**config.mk**
```make
export PLATFORM = sky130hd
export DESIGN_NAME = fir_convolution_q15_saturating_flat
export DESIGN_NICKNAME = d
export VERILOG_FILES = /design/src/sv/fcq_pkg.sv /design/src/sv/fcq_in_if.sv /design/src/sv/fcq_out_if.sv /design/src/sv/fcq_front.sv /design/src/sv/fcq_back.sv /design/src/sv/fir_convolution_q15_saturating.sv /design/src/flat_wrapper.sv
export SDC_FILE = /design/constraint.sdc
export NUM_CORES = 2
export LEC_CHECK = 0
export ABC_AREA = 1
export BUFFER_PORTS_ARGS = -buffer_cell sky130_fd_sc_hd__buf_2
export CAP_MARGIN = 10
export CELL_PAD_IN_SITES_DETAIL_PLACEMENT = 0
export CELL_PAD_IN_SITES_GLOBAL_PLACEMENT = 1
export CORE_MARGIN = 10
export CORE_UTILIZATION = 52
export DETAILED_ROUTE_END_ITERATION = 12
export PLACE_DENSITY_LB_ADDON = 0.05
export SLEW_MARGIN = 30
export SYNTH_ARGS = -nofsm -noshare
export SYNTH_HDL_FRONTEND = slang
export SYNTH_SLANG_ARGS = --single-unit
```
**constraint.sdc**
```tcl
create_clock -name clk -period 6.9 [get_ports clk]
set_input_delay 0.69 -clock clk [delete_from_list [all_inputs] [get_ports clk]]
set_output_delay 0.69 -clock clk [all_outputs]
set_load 0.02 [all_outputs]
```
**src/sv/fcq_pkg.sv**
```systemverilog
`timescale 1ns / 1ps
// Shared constants, widths and the queue word type of the FIR filter.
// No dependencies; every other file of the block uses it.
package fcq_pkg;

	localparam int TAPS   = 100;
	localparam int DATA_W = 16;
	localparam int CIDX_W = 7;
	localparam int PROD_W = 2 * DATA_W;

	// Index of one tap, and a count that can reach TAPS itself.
	localparam int IDX_W = (TAPS > 1) ? $clog2(TAPS) : 1;
	localparam int CNT_W = $clog2(TAPS + 1);

	// Exact sum of TAPS products, one spare bit, then the quotient by 2^15.
	localparam int ACC_W = PROD_W + 1 + $clog2(TAPS);
	localparam int FRAC_W = 15;
	localparam int QUO_W = ACC_W - FRAC_W;

	localparam int OUT_MAX = 32767;
	localparam int OUT_MIN = -32767;

	localparam logic CMD_LOAD   = 1'b0;
	localparam logic CMD_SAMPLE = 1'b1;

	// Word held in the queue between front and back.
	typedef struct packed {
		logic                     is_sample;
		logic [CIDX_W-1:0]        idx;
		logic signed [DATA_W-1:0] value;
	} fcq_item_t;

endpackage

```
**src/sv/fcq_in_if.sv**
```systemverilog
`timescale 1ns / 1ps
// Input channel of the FIR filter: valid/ready plus one command word.
// Uses fcq_pkg for field widths.
interface fcq_in_if;
	logic                             valid;
	logic                             ready;
	logic                             cmd;
	logic [fcq_pkg::CIDX_W-1:0]       coef_index;
	logic signed [fcq_pkg::DATA_W-1:0] value;

	modport source (output valid, cmd, coef_index, value, input ready);
	modport sink   (input valid, cmd, coef_index, value, output ready);
endinterface

```
**src/sv/fcq_out_if.sv**
```systemverilog
`timescale 1ns / 1ps
// Output channel of the FIR filter: valid/ready plus one filtered word.
// Uses fcq_pkg for field widths.
interface fcq_out_if;
	logic                              valid;
	logic                              ready;
	logic signed [fcq_pkg::DATA_W-1:0] filtered;
	logic                              saturated;

	modport source (output valid, filtered, saturated, input ready);
	modport sink   (input valid, filtered, saturated, output ready);
endinterface

```
**src/sv/fcq_front.sv**
```systemverilog
`timescale 1ns / 1ps
// Front end: accepts input words, drops loads to missing slots, and queues
// the rest in a two-entry FIFO for the back end. Depends on fcq_pkg, fcq_in_if.
module fcq_front (
	input  logic               clk,
	input  logic               arst_n,
	fcq_in_if.sink             din,
	output logic               q_valid,
	input  logic               q_ready,
	output fcq_pkg::fcq_item_t q_item
);

	fcq_pkg::fcq_item_t fifo_q [2];
	logic       wr_ptr_q;
	logic       rd_ptr_q;
	logic [1:0] cnt_q;
	logic       accept;
	logic       keep;
	logic       push;
	logic       pop;

	assign din.ready = (cnt_q != 2'd2);
	assign accept    = din.valid && din.ready;
	// Keep samples and loads that hit an existing slot.
	assign keep = (din.cmd == fcq_pkg::CMD_SAMPLE) ||
	              (int'(din.coef_index) < fcq_pkg::TAPS);
	assign push = accept && keep;
	assign pop  = q_valid && q_ready;

	assign q_valid = (cnt_q != 2'd0);
	assign q_item  = fifo_q[rd_ptr_q];

	always_ff @(posedge clk) begin
		if (push) begin
			fifo_q[wr_ptr_q] <= '{is_sample: (din.cmd == fcq_pkg::CMD_SAMPLE),
			                      idx:       din.coef_index,
			                      value:     din.value};
		end
	end

	always_ff @(posedge clk or negedge arst_n) begin
		if (!arst_n) begin
			wr_ptr_q <= 1'b0;
			rd_ptr_q <= 1'b0;
			cnt_q    <= 2'd0;
		end else begin
			if (push)
				wr_ptr_q <= ~wr_ptr_q;
			if (pop)
				rd_ptr_q <= ~rd_ptr_q;
			case ({push, pop})
				2'b10:   cnt_q <= cnt_q + 2'd1;
				2'b01:   cnt_q <= cnt_q - 2'd1;
				default: cnt_q <= cnt_q;
			endcase
		end
	end

`ifndef SYNTHESIS
	a_cnt_bound: assert property (@(posedge clk) disable iff (!arst_n)
		cnt_q != 2'd3) else $error("front FIFO count out of range");
	a_no_push_full: assert property (@(posedge clk) disable iff (!arst_n)
		(cnt_q == 2'd2) |-> !push) else $error("push into full FIFO");
`endif

endmodule

```
**src/sv/fcq_back.sv**
```systemverilog
`timescale 1ns / 1ps
// Back end: coefficient and sample memories, the shared multiply-accumulate
// walk over all taps, the divide-and-clamp and the output register.
// Depends on fcq_pkg and fcq_out_if.
module fcq_back (
	input  logic               clk,
	input  logic               arst_n,
	input  logic               q_valid,
	output logic               q_ready,
	input  fcq_pkg::fcq_item_t q_item,
	fcq_out_if.source          dout
);

	localparam int IW = fcq_pkg::IDX_W;
	localparam int CW = fcq_pkg::CNT_W;
	localparam int DW = fcq_pkg::DATA_W;
	localparam int AW = fcq_pkg::ACC_W;
	localparam int QW = fcq_pkg::QUO_W;
	localparam int PW = fcq_pkg::PROD_W;
	localparam int FW = fcq_pkg::FRAC_W;
	localparam logic [IW-1:0] LAST_IDX = IW'(fcq_pkg::TAPS - 1);
	localparam logic [CW-1:0] FULL_CNT = CW'(fcq_pkg::TAPS);
	localparam logic signed [QW-1:0] Q_MAX = QW'(fcq_pkg::OUT_MAX);
	localparam logic signed [QW-1:0] Q_MIN = QW'(fcq_pkg::OUT_MIN);

	localparam logic [1:0] ST_IDLE  = 2'd0;
	localparam logic [1:0] ST_MAC   = 2'd1;
	localparam logic [1:0] ST_DRAIN = 2'd2;
	localparam logic [1:0] ST_FIN   = 2'd3;

	logic signed [DW-1:0] coef_mem [fcq_pkg::TAPS];
	logic signed [DW-1:0] hist_mem [fcq_pkg::TAPS];
	logic [fcq_pkg::TAPS-1:0] coef_vld_q;

	logic [1:0]    state_q;
	logic [IW-1:0] k_q;
	logic [IW-1:0] wp_q;
	logic [IW-1:0] rd_ptr_q;
	logic [CW-1:0] fill_q;

	logic                 v_s1;
	logic                 use_s1;
	logic signed [DW-1:0] coef_s1;
	logic signed [DW-1:0] hist_s1;
	logic                 v_s2;
	logic signed [PW-1:0] prod_s2;
	logic signed [AW-1:0] acc_q;

	logic                 out_vld_q;
	logic signed [DW-1:0] filt_q;
	logic                 sat_q;

	logic                 pop;
	logic                 issue;
	logic [IW-1:0]        coef_addr;
	logic                 rnd;
	logic signed [QW-1:0] quo_floor;
	logic signed [QW-1:0] quo;
	logic                 out_free;
	logic                 out_load;

	assign q_ready  = (state_q == ST_IDLE);
	assign pop      = q_valid && q_ready;
	assign issue    = (state_q == ST_MAC);
	assign coef_addr = IW'(q_item.idx);
	assign out_free = !out_vld_q || dout.ready;
	assign out_load = (state_q == ST_FIN) && out_free;

	// Truncate toward zero: floor shift, then add one for a negative sum with
	// a nonzero fraction.
	assign quo_floor = acc_q[AW-1:FW];
	assign rnd       = acc_q[AW-1] && (acc_q[FW-1:0] != '0);
	assign quo       = quo_floor + QW'(rnd);

	// Memories: one write port, registered reads.
	always_ff @(posedge clk) begin
		if (pop && !q_item.is_sample)
			coef_mem[coef_addr] <= q_item.value;
		if (pop && q_item.is_sample)
			hist_mem[wp_q] <= q_item.value;
		coef_s1 <= coef_mem[k_q];
		hist_s1 <= hist_mem[rd_ptr_q];
		use_s1  <= coef_vld_q[k_q] && (CW'(k_q) < fill_q);
		prod_s2 <= use_s1 ? PW'(coef_s1 * hist_s1) : '0;
		if (pop && q_item.is_sample)
			acc_q <= '0;
		else if (v_s2)
			acc_q <= acc_q + {{(AW-PW){prod_s2[PW-1]}}, prod_s2};
		if (out_load) begin
			if (quo > Q_MAX) begin
				filt_q <= DW'(Q_MAX);
				sat_q  <= 1'b1;
			end else if (quo < Q_MIN) begin
				filt_q <= DW'(Q_MIN);
				sat_q  <= 1'b1;
			end else begin
				filt_q <= quo[DW-1:0];
				sat_q  <= 1'b0;
			end
		end
	end

	always_ff @(posedge clk or negedge arst_n) begin
		if (!arst_n) begin
			state_q    <= ST_IDLE;
			coef_vld_q <= '0;
			k_q        <= '0;
			wp_q       <= '0;
			rd_ptr_q   <= '0;
			fill_q     <= '0;
			v_s1       <= 1'b0;
			v_s2       <= 1'b0;
			out_vld_q  <= 1'b0;
		end else begin
			v_s1 <= issue;
			v_s2 <= v_s1;
			if (out_load)
				out_vld_q <= 1'b1;
			else if (dout.ready)
				out_vld_q <= 1'b0;
			case (state_q)
				ST_IDLE: begin
					if (pop && !q_item.is_sample) begin
						coef_vld_q[coef_addr] <= 1'b1;
					end else if (pop) begin
						// Newest sample goes at wp; walk backward from it.
						rd_ptr_q <= wp_q;
						wp_q     <= (wp_q == LAST_IDX) ? '0 : wp_q + 1'b1;
						if (fill_q != FULL_CNT)
							fill_q <= fill_q + 1'b1;
						k_q     <= '0;
						state_q <= ST_MAC;
					end
				end
				ST_MAC: begin
					rd_ptr_q <= (rd_ptr_q == '0) ? LAST_IDX : rd_ptr_q - 1'b1;
					if (k_q == LAST_IDX) begin
						state_q <= ST_DRAIN;
					end else begin
						k_q <= k_q + 1'b1;
					end
				end
				ST_DRAIN: begin
					if (!v_s1 && !v_s2)
						state_q <= ST_FIN;
				end
				ST_FIN: begin
					if (out_free)
						state_q <= ST_IDLE;
				end
				default: state_q <= ST_IDLE;
			endcase
		end
	end

	assign dout.valid     = out_vld_q;
	assign dout.filtered  = filt_q;
	assign dout.saturated = sat_q;

`ifndef SYNTHESIS
	a_pipe_empty_idle: assert property (@(posedge clk) disable iff (!arst_n)
		(state_q == ST_IDLE) |-> (!v_s1 && !v_s2))
		else $error("MAC pipeline busy while idle");
	a_fill_bound: assert property (@(posedge clk) disable iff (!arst_n)
		fill_q <= FULL_CNT) else $error("history fill count above tap count");
	a_out_from_fin: assert property (@(posedge clk) disable iff (!arst_n)
		$rose(out_vld_q) |-> ($past(state_q) == ST_FIN))
		else $error("result loaded outside finish step");
	a_no_pop_busy: assert property (@(posedge clk) disable iff (!arst_n)
		(state_q != ST_IDLE) |-> !pop) else $error("queue popped while busy");
`endif

endmodule

```
**src/sv/fir_convolution_q15_saturating.sv**
```systemverilog
`timescale 1ns / 1ps
// Top level of the 100-tap direct-form FIR filter with Q15 output clamp.
// Depends on fcq_pkg, fcq_in_if, fcq_out_if, fcq_front and fcq_back.
//
//   port  | dir  | word carried
//   ------+------+------------------------------------------------------
//   din   | in   | cmd, coef_index, value: coefficient load or sample
//   dout  | out  | filtered, saturated: one word per sample
//
// The back end stores a coefficient load directly; a sample is handled by
// the single multiply-accumulate unit that walks one tap per cycle through
// the two memories.
// Reset clears control state and all valid bits; both stores then read as
// zero until written, with no clearing pass.
// A two-word queue lets din keep accepting while the back end works, and
// the output register lets the next sample start while dout stalls.
module fir_convolution_q15_saturating (
	input  logic      clk,
	input  logic      arst_n,
	fcq_in_if.sink    din,
	fcq_out_if.source dout
);

	// Queue handshake between front and back.
	logic               q_valid;
	logic               q_ready;
	fcq_pkg::fcq_item_t q_item;

	// Front: classify words, drop loads to missing slots, queue the rest.
	fcq_front u_front (
		.clk     (clk),
		.arst_n  (arst_n),
		.din     (din),
		.q_valid (q_valid),
		.q_ready (q_ready),
		.q_item  (q_item)
	);

	// Back: store coefficients and samples, accumulate, divide, clamp.
	fcq_back u_back (
		.clk     (clk),
		.arst_n  (arst_n),
		.q_valid (q_valid),
		.q_ready (q_ready),
		.q_item  (q_item),
		.dout    (dout)
	);

endmodule

```
**src/flat_wrapper.sv**
```systemverilog
// flat-port wrapper written by rule: the top's interface ports become plain ports
module fir_convolution_q15_saturating_flat 
  (clk, arst_n, din_valid, din_cmd, din_coef_index, din_value, din_ready, dout_valid, dout_filtered, dout_saturated, dout_ready);
  fcq_in_if din_i ();
  fcq_out_if dout_i ();
  input  logic clk;
  input  logic arst_n;
  input wire logic [$bits(din_i.valid)-1:0] din_valid;
  input wire logic [$bits(din_i.cmd)-1:0] din_cmd;
  input wire logic [$bits(din_i.coef_index)-1:0] din_coef_index;
  input wire logic [$bits(din_i.value)-1:0] din_value;
  output wire logic [$bits(din_i.ready)-1:0] din_ready;
  output wire logic [$bits(dout_i.valid)-1:0] dout_valid;
  output wire logic [$bits(dout_i.filtered)-1:0] dout_filtered;
  output wire logic [$bits(dout_i.saturated)-1:0] dout_saturated;
  input wire logic [$bits(dout_i.ready)-1:0] dout_ready;
  assign din_i.valid = din_valid;
  assign din_i.cmd = din_cmd;
  assign din_i.coef_index = din_coef_index;
  assign din_i.value = din_value;
  assign din_ready = din_i.ready;
  assign dout_valid = dout_i.valid;
  assign dout_filtered = dout_i.filtered;
  assign dout_saturated = dout_i.saturated;
  assign dout_i.ready = dout_ready;
  fir_convolution_q15_saturating u_core (.clk(clk), .arst_n(arst_n), .din(din_i), .dout(dout_i));
endmodule
```
# [After elaboration in Yosys (flattened, before gate mapping)]
# Memories as Yosys holds them, arrays and structs flattened. A register that Yosys moved wholly into a read port is not among the register bits.
# Cells that the tools add are included.
[op_classes] n_addsub=8 mul=1 magnitude_cmp=7 eq_ne=15 n_mux=30 n_bitwise=4 reduce_logical=30
[ops] op="OR 100 bit" count=1
[ops] op="two-way mux 7 bit" count=7
[ops] op="adder 40 bit" count=1
[ops] op="multiplier 16 x 16 -> 32 bit" count=1
[ops] op="case mux 7 bit (2 select lines)" count=2
[ops] op="adder 25 x 1 -> 25 bit" count=1
[ops] op="> comparator 25 x 16 -> 1 bit, second input constant" count=1
[ops] op="less-than comparator 25 x 16 -> 1 bit, second input constant" count=1
[ops] op="adder 7 x 1 -> 7 bit, second input constant" count=3
[ops] op="less-than comparator 7 x 8 -> 1 bit, second input constant" count=2
[ops] op="two-way mux 16 bit" count=1
[ops] op="nonzero test 15 bit" count=1
[ops] op="== test 7 bit, second input constant" count=2
[ops] op="!= test 2 bit, second input constant" count=6
[ops] op="two-way mux 1 bit" count=11
[ops] op="logical AND 1 bit" count=10
[ops] op="two-way mux 2 bit" count=5
[ops] op="case mux 2 bit (4 select lines)" count=1
[ops] op="AND reduction 4 bit" count=2
[ops] op="nonzero test 2 bit" count=4
[ops] op="binary-select mux 1 bit (select 7 bit)" count=1
[ops] op="demux 1 bit (select 7 bit)" count=1
[ops] op=">= comparator 7 x 1 -> 1 bit, second input constant" count=1
[ops] op="zero test 7 bit" count=1
[ops] op="other kinds (18)" count=28
[word_totals] ff_bits=227 ramBits=3248 input_bits=28 out_inout_bits=19 word_cells=116 mem_count=3
[mem_list] name="u_core.u_back.coef_mem" words=100 width=16 rd=1 rd_clocked_by_memory_dff=1 write_ports=1 line_no="fcq_back.sv:31" rtl="logic signed [DW-1:0] coef_mem [fcq_pkg::TAPS];"
[mem_list] name="u_core.u_back.hist_mem" words=100 width=16 rd=1 rd_clocked_by_memory_dff=1 write_ports=1 line_no="fcq_back.sv:32" rtl="logic signed [DW-1:0] hist_mem [fcq_pkg::TAPS];"
[mem_list] name="u_core.u_front.fifo_q" words=2 width=24 rd=1 rd_clocked_by_memory_dff=0 write_ports=1 line_no="fcq_front.sv:13" rtl="fcq_pkg::fcq_item_t fifo_q [2];"

# [Longest topological paths before layout]
# An unclocked memory read counts as a cell.
[depth] depth_word=6 depth_mapped=28 depth_no_buf=26

# [Cells and area by module]
# A second synthesis with hierarchy kept.
[unflattened] hier_cells=12660 hier_area_um2=150792.1
[modules_own_cells] module="fcq_back" instances=1 cells_each=12501 area_per_inst_um2=148773.9 seq_area_each_um2=102032.9
[modules_own_cells] module="fcq_front" instances=1 cells_each=159 area_per_inst_um2=2018.2 seq_area_each_um2=1541.5

# [Worst setup path before layout]
# Ideal clock, no wire load.
[synth_path] path_kind="reg-to-reg" startpoint="register u_core.u_back.coef_s1[15], read port of u_core.u_back.coef_mem" endpoint="register u_core.u_back.prod_s2[29]" setup_ns=0.064 arrival_time_ns=5.475 t_required_ns=6.836 setup_slack_ns=1.361 stages_incl_launch_ff=21 n_path_buf=1 synth_period_minus_slack_ns=5.539 cell_sequence="dfxtp_1 -> clkbuf_1 -> nand2_1 -> inv_1 -> fa_1 -> fa_1 -> fa_1 -> fa_1 -> fa_1 -> inv_1 -> fa_1 -> inv_1 -> ha_1 -> nand2_1 -> nor4_1 -> nand3_1 -> nand3_1 -> nand2_1 -> nand3b_1 -> nand2_1 -> nor2_1"
[synth_via] elab_chain_cells=1
[synth_lines] item="start: declaration" line_no="fcq_back.sv:43" rtl="logic signed [DW-1:0] coef_s1;"
[synth_lines] item="multiplier 16 x 16 -> 32 bit" line_no="fcq_back.sv:84" rtl="prod_s2 <= use_s1 ? PW'(coef_s1 * hist_s1) : '0;"
[synth_lines] item="end signal: assignment" line_no="fcq_back.sv:84"
[synth_lines] item="end: declaration" line_no="fcq_back.sv:46" rtl="logic signed [PW-1:0] prod_s2;"
# No other way between the ends.
# A chain may end at the register's enable or synchronous reset.

# [Worst setup path after layout]
# Ends and elaborated chain as after synthesis.

==> results.tsv <==
stage	metric	value	unit
yosys	Synth Warn #	0	
critical_path	Max stage delay cell, worst path	fa_1	
drt	DR top layer	met5	
drt	post-DR wirelength/cell	26.2	µm
timing	skew final	0.0544	ns
global_routing	wire length of the first global-routing pass	660000	µm
critical_path	CP arrival	7.10	ns
cts	TritonCTS Sinks	3507	
critical_path	crit path kind	reg2reg	
yosys	Post-Syn Nets	13300	
global_routing	total track usage	27.6	%
status	status	finished, final reports clean	
critical_path	Critical Path Max Stage Delay	0.93	ns
drt	first drt pass iteration count	8	
cts	# H-tree levels	5	
yosys	Post-synth EDFFs	3265	
drt	DRT Wirelength	448000	µm
timing	# setup viols final	0	
finish	Final #Nets	13300	
drt	via/cell ratio	5.91	
finish	area grow syn2layout	11.1	%
cts	CTS Buf Count	368	
critical_path	most used cell along the critical path	fa_1	
cts	Clock Latency Late Sink	0.94	ns
timing	relative slew slack	29.5	%
global_routing	gr ovfl total	0	
placement	Port Buffers	46	
die	Die H	560	µm
die	Initial Util	52.2	%
timing	unrepaired setup endpoints after global routing	false	
yosys	Synth Instances	12900	
critical_path	crit path max fanout	16	
hold_path	Hold/Removal Path Class	in2async	
drt	initial drt markers	12000	
cts	Post-CTS Setup Bufs	0	
timing	actual slew at the worst max-slew pin	1.06	ns
job	max cap viols	0	
critical_path	Crit. End Element	flop	
die	die area	314000	µm²
timing	max frequency	160	MHz
placement	post-detail-place hpwl	262000	µm
yosys	Seq/Total Area, Yosys	68.2	%
yosys	Yosys cell types	57	
critical_path	crit start category	flop	
finish	layout cells sized above 1	7.86	%
finish	register area	104000	µm²
yosys	Post-synth ARST share	3.91	%
die	row count	198	
drt	antenna-violating nets left	0	
timing	Period minus WS final	6.24	ns
die	core area	291000	µm²
drt	DR WL met2	211000	µm
cts	Resized Gates After CTS	0	
critical_path	CP Cell Sequence	nand2_1 > inv_1 > fa_1 > fa_1 > fa_1 > fa_1 > fa_1 > inv_1 > fa_1 > inv_1 > ha_1 > nand2_1 > nor4_1 > nand3_1 > nand3_1 > nand2_1 > nand3b_1 > nand2_1 > nor2_1	
cts	CTS clock-pin slew for the worst setup and hold paths	0.06	ns
timing	Slew Limit Fails	0	
yosys	post-synthesis cell area	152000	µm²
yosys	Synth Flop Type	edfxtp_1	
timing	post-route clock period utilization	90.4	%
drt	WL met1	190000	µm
die	num ports	47	
timing	final hold violations	0	
cts	Root Driver	clkbuf_16	
critical_path	WP data required	7.76	ns
timing	TNS Setup	0	ns
global_routing	largest net degree at the start of global routing	186	
cts	CTS tree	built	
placement	GP Congestion	0.862	
global_routing	initial antenna violation count	20	
global_routing	number of global-route vias before repair	98000	
drt	DRC Markers	0	
cts	Clock Path Buffers	4	
finish	area taken by multi-input logic gates	42000	µm²
drt	met3 routed WL	30800	µm
drt	via count	101000	
yosys	Avg Inst Size Synth	11.8	µm²
yosys	flops & latches, synth	3507	
finish	Fillers	23900	
die	Die W	560	µm
## repair_timing
item | 4_1_cts | 5_1_grt
endpoints found under the hold margin | 92 | 0
endpoints found under the setup margin | 0 | 0
hold buffers | 25 | 0
## synth_stat cells (7+ instances only)
cell	n	area [µm²]
nor4_1	7	43.8
o21ai_0	1800	9010
nor2_2	14	87.6
o221ai_1	137	1200
edfxtp_1	3265	98000
buf_2	244	1220
buf_1	34	128
clkbuf_1	429	1610
a21oi_1	298	1490
xnor2_1	11	96.3
nand3_1	384	1920
ha_1	139	1740
a21o_1	17	128
o31ai_1	12	90.1
o211ai_1	167	1250
inv_1	725	2720
fa_1	263	5270
a221o_1	12	120
or2_2	46	288
o21bai_1	14	105
mux2_2	16	180
nor3_1	24	120
nor2_1	2313	8680
dfxtp_1	105	2100
buf_6	42	473
o22ai_1	371	2320
nand2_1	1506	5650
nand4_1	97	607
xor2_1	39	342
or2_1	16	100
dfrtp_1	137	3430
buf_4	51	383
o21ai_1	109	546
## path summary, 6_finish.rpt
check / from / endpoint / slack (ns) / depth (start not counted)
max: u_core.u_back.coef_s1[15] / u_core.u_back.prod_s2[29] / 0.66 / 19
min: arst_n / u_core.u_front.cnt_q[0] / 0.28 / 2
max reg2reg: u_core.u_back.coef_s1[15] / u_core.u_back.prod_s2[29] / 0.66 / 19
min reg2reg: u_core.u_back.v_s1 / u_core.u_back.v_s2 / 0.40 / 0
max in group asynchronous: arst_n / u_core.u_back.rd_ptr_q[2] / 5.36 / 3
min in group clk: din_valid / u_core.u_front.wr_ptr_q / 0.32 / 3
## cells by family (layout without fill, tap and decap cells)
kind of cell / count (synthesis) / count (layout) / synth area share [%]
other cells: 0 / 9 / 0
flops: 3507 / 3507 / 68.2
mux: 16 / 16 / 0.119
buf+inv: 1540 / 1846 / 4.36
fa+ha+maj: 402 / 402 / 4.61
simple gates: 4424 / 4424 / 11.6
xor+xnor: 50 / 50 / 0.288
compound gates: 2960 / 2960 / 10.8
## critical path, delay by kind of cell (launching register included)
kind / cells / cell delay [ns]
AND/OR/NAND/NOR: 9 / 1.35
adder cells (fa/ha/maj): 7 / 3.85
buffers and inverters: 3 / 0.26
flip-flops: 1 / 0.71
## cells in the final DEF (no fill, tap or decap), types with 139 or more instances in the layout
cell       count
a21oi_1      297
buf_4        336
clkbuf_16    372
edfxtp_1    3265
fa_1         263
ha_1         139
inv_1        723
nand2_1     1505
nand3_1      383
nor2_1      2301
o211ai_1     167
o21ai_0     1800
o22ai_1      371
## metal layers
metal	GRT usage, %	vias up
met5	0	-
met4	8.97	4
met3	3.51	663
met2	44.7	3943
met1	39.2	50900
li1	-	45600
## sequential cells by signal, indices dropped and copies added, names as in the netlist
name / cells
u_core.u_back.fill_q: 7
u_core.u_back.acc_q: 40
u_core.u_back.dout.valid: 1
u_core.u_back.v_s2: 1
u_core.u_front.wr_ptr_q: 1
u_core.u_back.dout.filtered: 16
u_core.u_back.prod_s2: 32
u_core.u_back.coef_mem: 1600
u_core.u_back.hist_mem: 1600
u_core.u_back.coef_s1: 16
u_core.u_back.use_s1: 1
u_core.u_front.cnt_q: 2
u_core.u_back.dout.saturated: 1
u_core.u_back.coef_vld_q: 100
u_core.u_back.state_q: 2
u_core.u_back.k_q: 7
u_core.u_back.hist_s1: 16
u_core.u_back.rd_ptr_q: 7
u_core.u_back.wp_q: 7
u_core.u_back.v_s1: 1
u_core.u_front.fifo_q: 48
u_core.u_front.rd_ptr_q: 1
## cell type report
type	instances	area share, %
inverters	736	1.66
clock inverters	193	1.07
multi-input cells	7852	24.9
clock buffers	474	5.82
well taps	3900	2.89
repair buffers	443	2.23
diodes	9	0.0133
flip-flops and latches	3507	61.4
## metrics by stage
step	hold slack, ns	utilization, %	worst slack, ns	cells	area (µm²)
final	0.278	58.0	0.663	17100	169000
after global routing	0.299	58.0	0.221	17100	169000
after CTS	0.239	58.0	0.646	17100	169000
after detailed placement	0.362	53.9	0.659	16400	157000
after global placement	0.356	53.9	0.700	16400	157000
after floorplan	0.349	-	1.36	12900	152000
Power is not shown: default switching activity piles up to over one toggle a cycle in this logic, so the estimate is an artifact.
